`src/hdl/r5spw_ram.sv`:
```
// Generic single-port-write, single-port-read RAM with registered read data.
// Read data holds while the read enable is low. No dependencies.
module r5spw_ram #(
    parameter int WIDTH = 8,
    parameter int DEPTH = 32,
    localparam int AW = (DEPTH > 1) ? $clog2(DEPTH) : 1
) (
    input  logic             i_clk,
    input  logic             i_we,
    input  logic [AW-1:0]    i_waddr,
    input  logic [WIDTH-1:0] i_wdata,
    input  logic             i_re,
    input  logic [AW-1:0]    i_raddr,
    output logic [WIDTH-1:0] o_rdata
);
    logic [WIDTH-1:0] r_mem [DEPTH];
    logic [WIDTH-1:0] r_rdata;

    always_ff @(posedge i_clk) begin
        if (i_we) begin
            r_mem[i_waddr] <= i_wdata;
        end
        if (i_re) begin
            r_rdata <= r_mem[i_raddr];
        end
    end

    assign o_rdata = r_rdata;
endmodule

```
`config.mk`:
```
export PLATFORM = sky130hd
export DESIGN_NAME = r5spw_ram
export DESIGN_NICKNAME = d
export VERILOG_FILES = /design/src/hdl/r5spw_ram.sv
export SDC_FILE = /design/constraint.sdc
export NUM_CORES = 1
export LEC_CHECK = 0
export ABC_AREA = 1
export BUFFER_PORTS_ARGS = -buffer_cell sky130_fd_sc_hd__buf_4
export CELL_PAD_IN_SITES_DETAIL_PLACEMENT = 0
export CELL_PAD_IN_SITES_GLOBAL_PLACEMENT = 1
export CORE_MARGIN = 4
export CORE_UTILIZATION = 55
export DETAILED_ROUTE_END_ITERATION = 8
export PLACE_DENSITY_LB_ADDON = 0.2
export SETUP_SLACK_MARGIN = 0.1
export SLEW_MARGIN = 10
export SYNTH_ARGS = -nofsm -noshare
export SYNTH_HDL_FRONTEND = slang
export SYNTH_SLANG_ARGS = --single-unit
```
`constraint.sdc`:
```
create_clock -name i_clk -period 3.15 [get_ports i_clk]
set_input_delay 0.315 -clock i_clk [delete_from_list [all_inputs] [get_ports i_clk]]
set_output_delay 0.315 -clock i_clk [all_outputs]
set_load 0.01 [all_outputs]
```
==> flow_summary.yaml, run 1 <==
run_status:
  status: "finished clean"
cells_and_area:
  drive_above_1_share_pct: 8.28
  n_antenna_cell: 0
  final_cell_mix: "360 x nand2_1, 264 x edfxtp_1, 204 x nand3_1"
  fillCellCount: 1555
  fin_nets: 956
  syn2layout_area_growth_pct: 9.97
  multi_input_area_um2: 2490
  final_core_util_pct: 61.4
  seqCellArea_um2: 7930
  final_common_cell: "nand2_1"
synth:
  synth_cells: 922
  avgSynthCellArea_um2: 11.8
  ys_ff_latch: 264
  synthDistinctLibCells: 11
  synth_seq_area_share_pct: 73.0
  syn_area_um2: 10900
  ys_warn_count: 0
  syn-num-nets: 943
clocking:
  cts_tree: "yes"
  cts_htree_levels: 1
  post_cts_buffers: 0
  cts_resized: 0
  ctsRootBufferMaster: "clkbuf_16"
  numCtsBuffers: 27
  clock-sinks: 264
  clk_path_buf_depth: 3
  clk_pin_slew_ns: 0.06
  ctsHoldBuffers: 0
  clk_latency_ns: 0.53
power:
  ir_drop_v: 0.000532
  p_int_w: 0.00586
  p_comb_share_pct: 6.1
  power_frac_clock_pct: 41.5
  power_w: 0.00750
  switching_share_pct: 21.9
  p_sw_w: 0.00164
  sequentialPowerShare_pct: 52.5
  cellPowerDensity_nw_per_um2: 627
  leakage_nw: 4.39
worst_hold_path:
  hold_class: "in2reg"
die:
  io_pins: 29
  dieHeight_um: 149
  dieArea_um2: 22100
  core-area_um2: 19500
  num_rows: 51
  start_util_pct: 55.8
  die_x_um: 149
timing:
  skew_ns: 0.00818
  setup_tns_ns: 0
  min_period_ns: 1.53
  tightest_slew_ns: 0.903
  relSlewSlack_pct: 39.6
  finalHoldViolCount: 0
  drv_slew: 0
  clock.fmax_mhz: 655
  rsz0062_at_grt: "false"
  fin_crit_sh_pct: 48.4
  setup_ws_ns: 1.62
  finalSetupViolations: 0
grt:
  grt_use_total_pct: 22.6
  grt_first_pass_wirelength_mm: 38.7
  grt_overflow: 0
  antenna_found_initial: 0
  grt_pass1_vias: 6716
  grt_max_degree: 129
route:
  ant_nets: 0
  num_vias: 6870
  drc: 0
  drt-pass1-iter-count: 5
  postRouteWirelength_mm: 24.4
  post_drt_wl_per_cell_um: 20.0
  drtIter0Drc: 787
  avgViaCountPerCell: 5.64
place:
  gp_congestion: 0.826
  dpl.hpwl_mm: 14.1
  place_ws_ns: 1.09
  port_buffers: 28
critical_path:
  worstSetupPathType: "in2reg"
  startpoint_type: "input port"
  critPathRequiredTime_ns: 3.30
  critical_path_arrival_ns: 1.68
  path_max_fanout: 8
  end_kind: "flop"
flow_run:
  max-cap-violations: 0
[worst max-delay path, stage by stage]
cell and delay (ns):
buf_4 0.12, inv_1 0.06, nand3_1 0.34, nor2_1 0.84
[registers in the layout, summed over array words and instances (netlist names)]
register	count
o_rdata	8
r_mem	256
[power by group through the flow]
stage          logic (W)  clock network (W)  registers [W]
6_report        0.000455            0.00311        0.00393
5_1_grt         0.000512            0.00332        0.00393
4_1_cts         0.000458            0.00315        0.00393
2_1_floorplan   0.000282                  0        0.00401
3_5_place_dp    0.000457                  0        0.00401
3_3_place_gp    0.000451                  0        0.00401
[kinds of logic (layout without fill, tap and decap cells)]
| kind of cell | Yosys count | after routing | share of synthesized area, % |
|---|---|---|---|
| and+or+nand+nor | 596 | 596 | 22.9 |
| DFF | 264 | 264 | 73.0 |
| buffers and inverters | 62 | 94 | 4.11 |
[worst paths after layout]
path	from	end	slack (ns)	depth (start not counted)
setup / recovery	i_waddr[0]	r_mem[22][0]$_DFFE_PP_	1.62	4
hold / removal	i_re	o_rdata[6]$_DFFE_PP_	0.07	1
setup reg to reg	r_mem[13][1]$_DFFE_PP_	o_rdata[1]$_DFFE_PP_	1.84	8
hold reg to reg	r_mem[23][0]$_DFFE_PP_	o_rdata[0]$_DFFE_PP_	0.86	8
[through the flow]
step           hold WS (ns)  area [µm²]  instances
6_report             0.0725       12000       1219
5_1_grt              0.0634       12000       1219
4_1_cts              0.0567       12000       1219
3_5_place_dp          0.611       11100       1171
3_3_place_gp          0.609       11100       1171
2_1_floorplan         0.414       10900        922
[routing by layer]
layer | track usage, % | wire length, µm | up-vias
li1 | - | - | 3230
met1 | 34.9 | 11100 | 3362
met2 | 35.2 | 11300 | 250
met3 | 3.23 | 1690 | 28
met4 | 4.16 | 325 | 0
met5 | 0 | 0 | -
[cell usage after synthesis]
master / instances / area [µm²]
inv_2: 2 / 7.51
nor2_1: 32 / 120
clkbuf_1: 7 / 26.3
inv_1: 8 / 30.0
edfxtp_1: 264 / 7930
nand3_1: 204 / 1020
buf_1: 2 / 7.51
nand2_1: 360 / 1350
buf_4: 4 / 30.0
buf_2: 15 / 75.1
buf_6: 24 / 270
[area by class of cell]
cell class,count,area share (%)
tap,265,2.77
multi-input combinational,596,20.9
inverter,10,0.325
timing repair buffer,36,2.47
clock inverter,19,1.52
sequential,264,66.3
clock buffer,29,5.72
Note: power is estimated with default switching activity, not from simulation.
==> run 2, diff against run 1 <==
- CORE_UTILIZATION: 55 -> 51
- clock period: 3.15 -> 1.5 ns (I/O delays scaled with it)
==> flow_summary.yaml, run 2 (same netlist as run 1, synthesis figures left out) <==
grt:
  grt_pass1_vias: 7053
  grt_first_pass_wirelength_mm: 40.7
  antenna_found_initial: 0
  grt_max_degree: 49
  grt_overflow: 0
  grt_use_total_pct: 22.3
die:
  start_util_pct: 51.7
  die_x_um: 154
  num_rows: 53
  dieHeight_um: 154
  dieArea_um2: 23700
  core-area_um2: 21000
  io_pins: 29
place:
  port_buffers: 28
  dpl.hpwl_mm: 15.8
  gp_congestion: 0.842
  dp_cells: 1228
critical_path:
  critical_path_arrival_ns: 1.57
  path_max_fanout: 1
  critPathRequiredTime_ns: 1.78
  startpoint_type: "flop"
  worstSetupPathType: "reg2reg"
  end_kind: "flop"
timing:
  finalSetupViolations: 0
  skew_ns: 0.0149
  clock.fmax_mhz: 775
  setup_tns_ns: 0
  finalHoldViolCount: 0
  relSlewSlack_pct: 65.5
  tightest_slew_ns: 0.517
  fin_crit_sh_pct: 86.0
  whs_ns: 0.0638
  min_period_ns: 1.29
  drv_slew: 0
  rsz0062_at_grt: "false"
power:
  ir_drop_v: 0.000864
  cellPowerDensity_nw_per_um2: 1240
  power_w: 0.0154
  leakage_nw: 4.65
cells_and_area:
  final_core_util_pct: 58.9
  fin_nets: 1005
  regMostFlops: "r_mem"
  final_common_cell: "nand2_1"
  n_antenna_cell: 0
  final_cell_mix: "358 x nand2_1, 264 x edfxtp_1, 203 x nand3_1"
  fillCellCount: 1722
  drive_above_1_share_pct: 12.2
  finalNonFillerCells: 1274
  syn2layout_area_growth_pct: 13.9
  largest_reg_flops: 256
clocking:
  clk_pin_slew_ns: 0.06
  ctsRootBufferMaster: "clkbuf_16"
  clk_latency_ns: 0.53
  cts_htree_levels: 1
  clk_path_buf_depth: 3
  numCtsBuffers: 27
  clock-sinks: 264
  cts_tree: "yes"
run_status:
  status: "finished clean"
route:
  post_drt_wl_per_cell_um: 20.4
  ant_nets: 0
  avgViaCountPerCell: 5.52
  drc: 0
  postRouteWirelength_mm: 26.0
  drtIter0Drc: 784
  drt-pass1-iter-count: 5
  num_vias: 7030
flow_run:
  max-cap-violations: 0
worst_hold_path:
  hold_class: "in2reg"
[run 2: per-stage QoR]
step | worst slack (ns) | cell area, µm²
floorplan | 0.316 | 10900
global placement | -0.115 | 11600
detailed placement | -0.105 | 11600
CTS | 0.194 | 12400
global route | 0.111 | 12400
finish | 0.210 | 12400
[run 2: power by group]
group	switching (W)	total, W	leakage [nW]	internal [W]
Sequential	0.0000335	0.00827	2.39	0.00823
Combinational	0.000725	0.00106	1.87	0.000331
Clock	0.00258	0.00603	0.384	0.00345
[run 2: worst max-delay path, stage by stage, from the launching register on]
cell and delay, ns:
edfxtp_1 0.39, nand2_1 0.08, nand3_1 0.10, nand3_1 0.10, nand2_1 0.09, nand2_1 0.08
nand2_1 0.05, nand2_1 0.06, nand2_1 0.08
[run 2: worst paths after layout]
check                          from                endpoint  slack, ns  depth (start not counted)
max          r_mem[31][7]$_DFFE_PP_    o_rdata[7]$_DFFE_PP_       0.21                          8
min                      i_wdata[6]  r_mem[31][6]$_DFFE_PP_       0.06                          1
max reg2reg  r_mem[31][7]$_DFFE_PP_    o_rdata[7]$_DFFE_PP_       0.21                          8
min reg2reg  r_mem[20][1]$_DFFE_PP_    o_rdata[1]$_DFFE_PP_       0.84                          8
[run 2: repair_timing]
| action | CTS | global route |
|---|---|---|
| setup endpoints to repair | 0 | 2 |
| setup buffers | 0 | 0 |
| hold buffers | 2 | 0 |
| resized for setup | 0 | 3 |
| hold endpoints to repair | 14 | 0 |
[run 2: area by class of cell]
type                            count  area, µm²  share of cell area, %
Tap cell                          275        344                   2.78
Inverter                           10       38.8                  0.313
Clock inverter                     10       78.8                  0.637
Timing Repair Buffer               85        781                   6.31
Clock buffer                       34        702                   5.67
Sequential cell                   264       7930                   64.1
Multi-Input combinational cell    596       2500                   20.2
[run 2: layer usage]
metal	share of wire, %	track usage (%)	vias to the layer above	wire, µm
met5	0	0	-	0
met4	1.6	5.51	0	424
met3	8.2	4.50	34	2140
met2	46	35.0	273	12100
met1	44	32.3	3403	11400
li1	-	-	3320	-
==> run 3, diff against run 2 <==
- CORE_MARGIN: 4 -> 1.5
- CORE_UTILIZATION: 51 -> 53
- CTS_BUF_LIST: unset -> sky130_fd_sc_hd__clkbuf_2 sky130_fd_sc_hd__clkbuf_4 sky130_fd_sc_hd__clkbuf_8
- HOLD_SLACK_MARGIN: unset -> 0.15
==> flow_summary.yaml, run 3 (same netlist as run 1, synthesis figures left out) <==
cells_and_area:
  n_antenna_cell: 0
  fin_nets: 1027
  seqCellArea_um2: 7930
  finalNonFillerCells: 1303
  regMostFlops: "r_mem"
  multi_input_area_um2: 2500
  fillCellCount: 1579
  drive_above_1_share_pct: 14.5
  largest_reg_flops: 256
  final_core_util_pct: 61.4
  final_common_cell: "nand2_1"
  final_cell_mix: "360 x nand2_1, 264 x edfxtp_1, 202 x nand3_1"
  syn2layout_area_growth_pct: 13.9
grt:
  antenna_found_initial: 0
  grt_max_degree: 79
  grt_first_pass_wirelength_mm: 39.2
  grt_pass1_vias: 6872
  grt_overflow: 0
  grt_use_total_pct: 24.5
power:
  cellPowerDensity_nw_per_um2: 1220
  ir_drop_v: 0.000791
  power_w: 0.0150
  leakage_nw: 4.69
clocking:
  cts_tree: "yes"
  numCtsBuffers: 42
  clock-sinks: 264
  cts_htree_levels: 2
  clk_pin_slew_ns: 0.06
  post_cts_buffers: 0
  clk_latency_ns: 0.55
  ctsRootBufferMaster: "clkbuf_8"
  clk_path_buf_depth: 3
critical_path:
  worstSetupPathType: "reg2reg"
  critical_path_arrival_ns: 1.63
  critPathRequiredTime_ns: 1.81
  cp_cell_sequence: "nand2_1 > nand3_1 > nand3_1 > nand2_1 > nand2_1 > nand2_1 > nand2_1 > nand2_1"
  crit_path_max_incr_delay_ns: 0.37
  crit_buf_inv: 0
  end_kind: "flop"
  crit_family: "simple AND/OR/NAND/NOR gates"
  path_common_cell: "nand2_1"
  path_max_fanout: 1
  startpoint_type: "flop"
  cp_slowest_cell: "edfxtp_1"
route:
  drc: 0
  drt-pass1-iter-count: 5
  post_drt_wl_per_cell_um: 19.4
  avgViaCountPerCell: 5.42
  drtIter0Drc: 833
  num_vias: 7061
  ant_nets: 0
  postRouteWirelength_mm: 25.3
die:
  io_pins: 29
  num_rows: 52
  dieHeight_um: 146
  start_util_pct: 53.9
  core-area_um2: 20200
  dieArea_um2: 21400
  die_x_um: 146
place:
  dp_cells: 1222
  place_ws_ns: -0.0770
  dpl.hpwl_mm: 15.3
  port_buffers: 28
  gp_congestion: 0.809
timing:
  relSlewSlack_pct: 55.9
  rsz0062_at_grt: "false"
  setup_ws_ns: 0.180
  drv_slew: 0
  fin_crit_sh_pct: 88.0
  finalSetupViolations: 0
  skew_ns: 0.0255
  tightest_slew_ns: 0.661
  clock.fmax_mhz: 757
  min_period_ns: 1.32
  finalHoldViolCount: 0
run_status:
  status: "finished clean"
worst_hold_path:
  hold_class: "in2reg"
flow_run:
  max-cap-violations: 0
## run 3: cell types whose count changed in the layout (fill, tap and decap cells not counted), moves of 2 or more
cell | previous run | this run
clkbuf_8 | 0 | 45
clkbuf_16 | 27 | 0
clkbuf_4 | 0 | 15
dlygate4sd3_1 | 2 | 10
clkbuf_1 | 7 | 0
buf_12 | 11 | 6
buf_4 | 72 | 76
clkinv_1 | 3 | 7
nand2_1 | 358 | 360
nand2_2 | 2 | 0
## run 3: layout make-up
class / count / share of cell area (%)
Timing Repair Buffer: 92 / 6.39
Multi-Input combinational cell: 596 / 20.2
Clock buffer: 60 / 5.91
Clock inverter: 11 / 0.374
Inverter: 10 / 0.313
Tap cell: 270 / 2.73
Sequential cell: 264 / 64.1
## run 3: through the flow
step	TNS (ns)	area [µm²]	hold slack (ns)
after floorplan	0	10900	0.249
after global placement	-0.209	11500	0.483
after detailed placement	-0.272	11500	0.486
after CTS	0	12400	0.220
after global routing	0	12400	0.266
final	0	12400	0.240
## run 3: per-layer routing
layer	routed length [µm]	global-route usage (%)
met1	11100	35.0
met2	11700	38.3
met3	1850	4.66
met4	636	8.23
met5	0	0
## run 3: power by group
part	internal, W	switching (W)
combinational	0.000325	0.000720
clock	0.00311	0.00263
sequential	0.00823	0.0000274
total	0.0117	0.00337
## run 3: final timing paths
check	startpoint	endpoint	slack [ns]	cells past startpoint
max	r_mem[13][4]$_DFFE_PP_	o_rdata[4]$_DFFE_PP_	0.18	8
min	i_raddr[3]	o_rdata[6]$_DFFE_PP_	0.24	6
max reg2reg	r_mem[13][4]$_DFFE_PP_	o_rdata[4]$_DFFE_PP_	0.18	8
min reg2reg	r_mem[20][6]$_DFFE_PP_	o_rdata[6]$_DFFE_PP_	0.84	8
## run 3: worst reg2reg max path, stage by stage (launching register included)
cell      delay [ns]
edfxtp_1        0.37
nand2_1         0.08
nand3_1         0.11
nand3_1         0.17
nand2_1         0.08
nand2_1         0.05
nand2_1         0.07
nand2_1         0.10
nand2_1         0.06
## run 3: timing repair
| item | in CTS | in global routing |
|---|---|---|
| resized for setup | 0 | 2 |
| hold buffers | 10 | 0 |
| endpoints found under the setup margin | 0 | 2 |
| endpoints found under the hold margin | 272 | 0 |
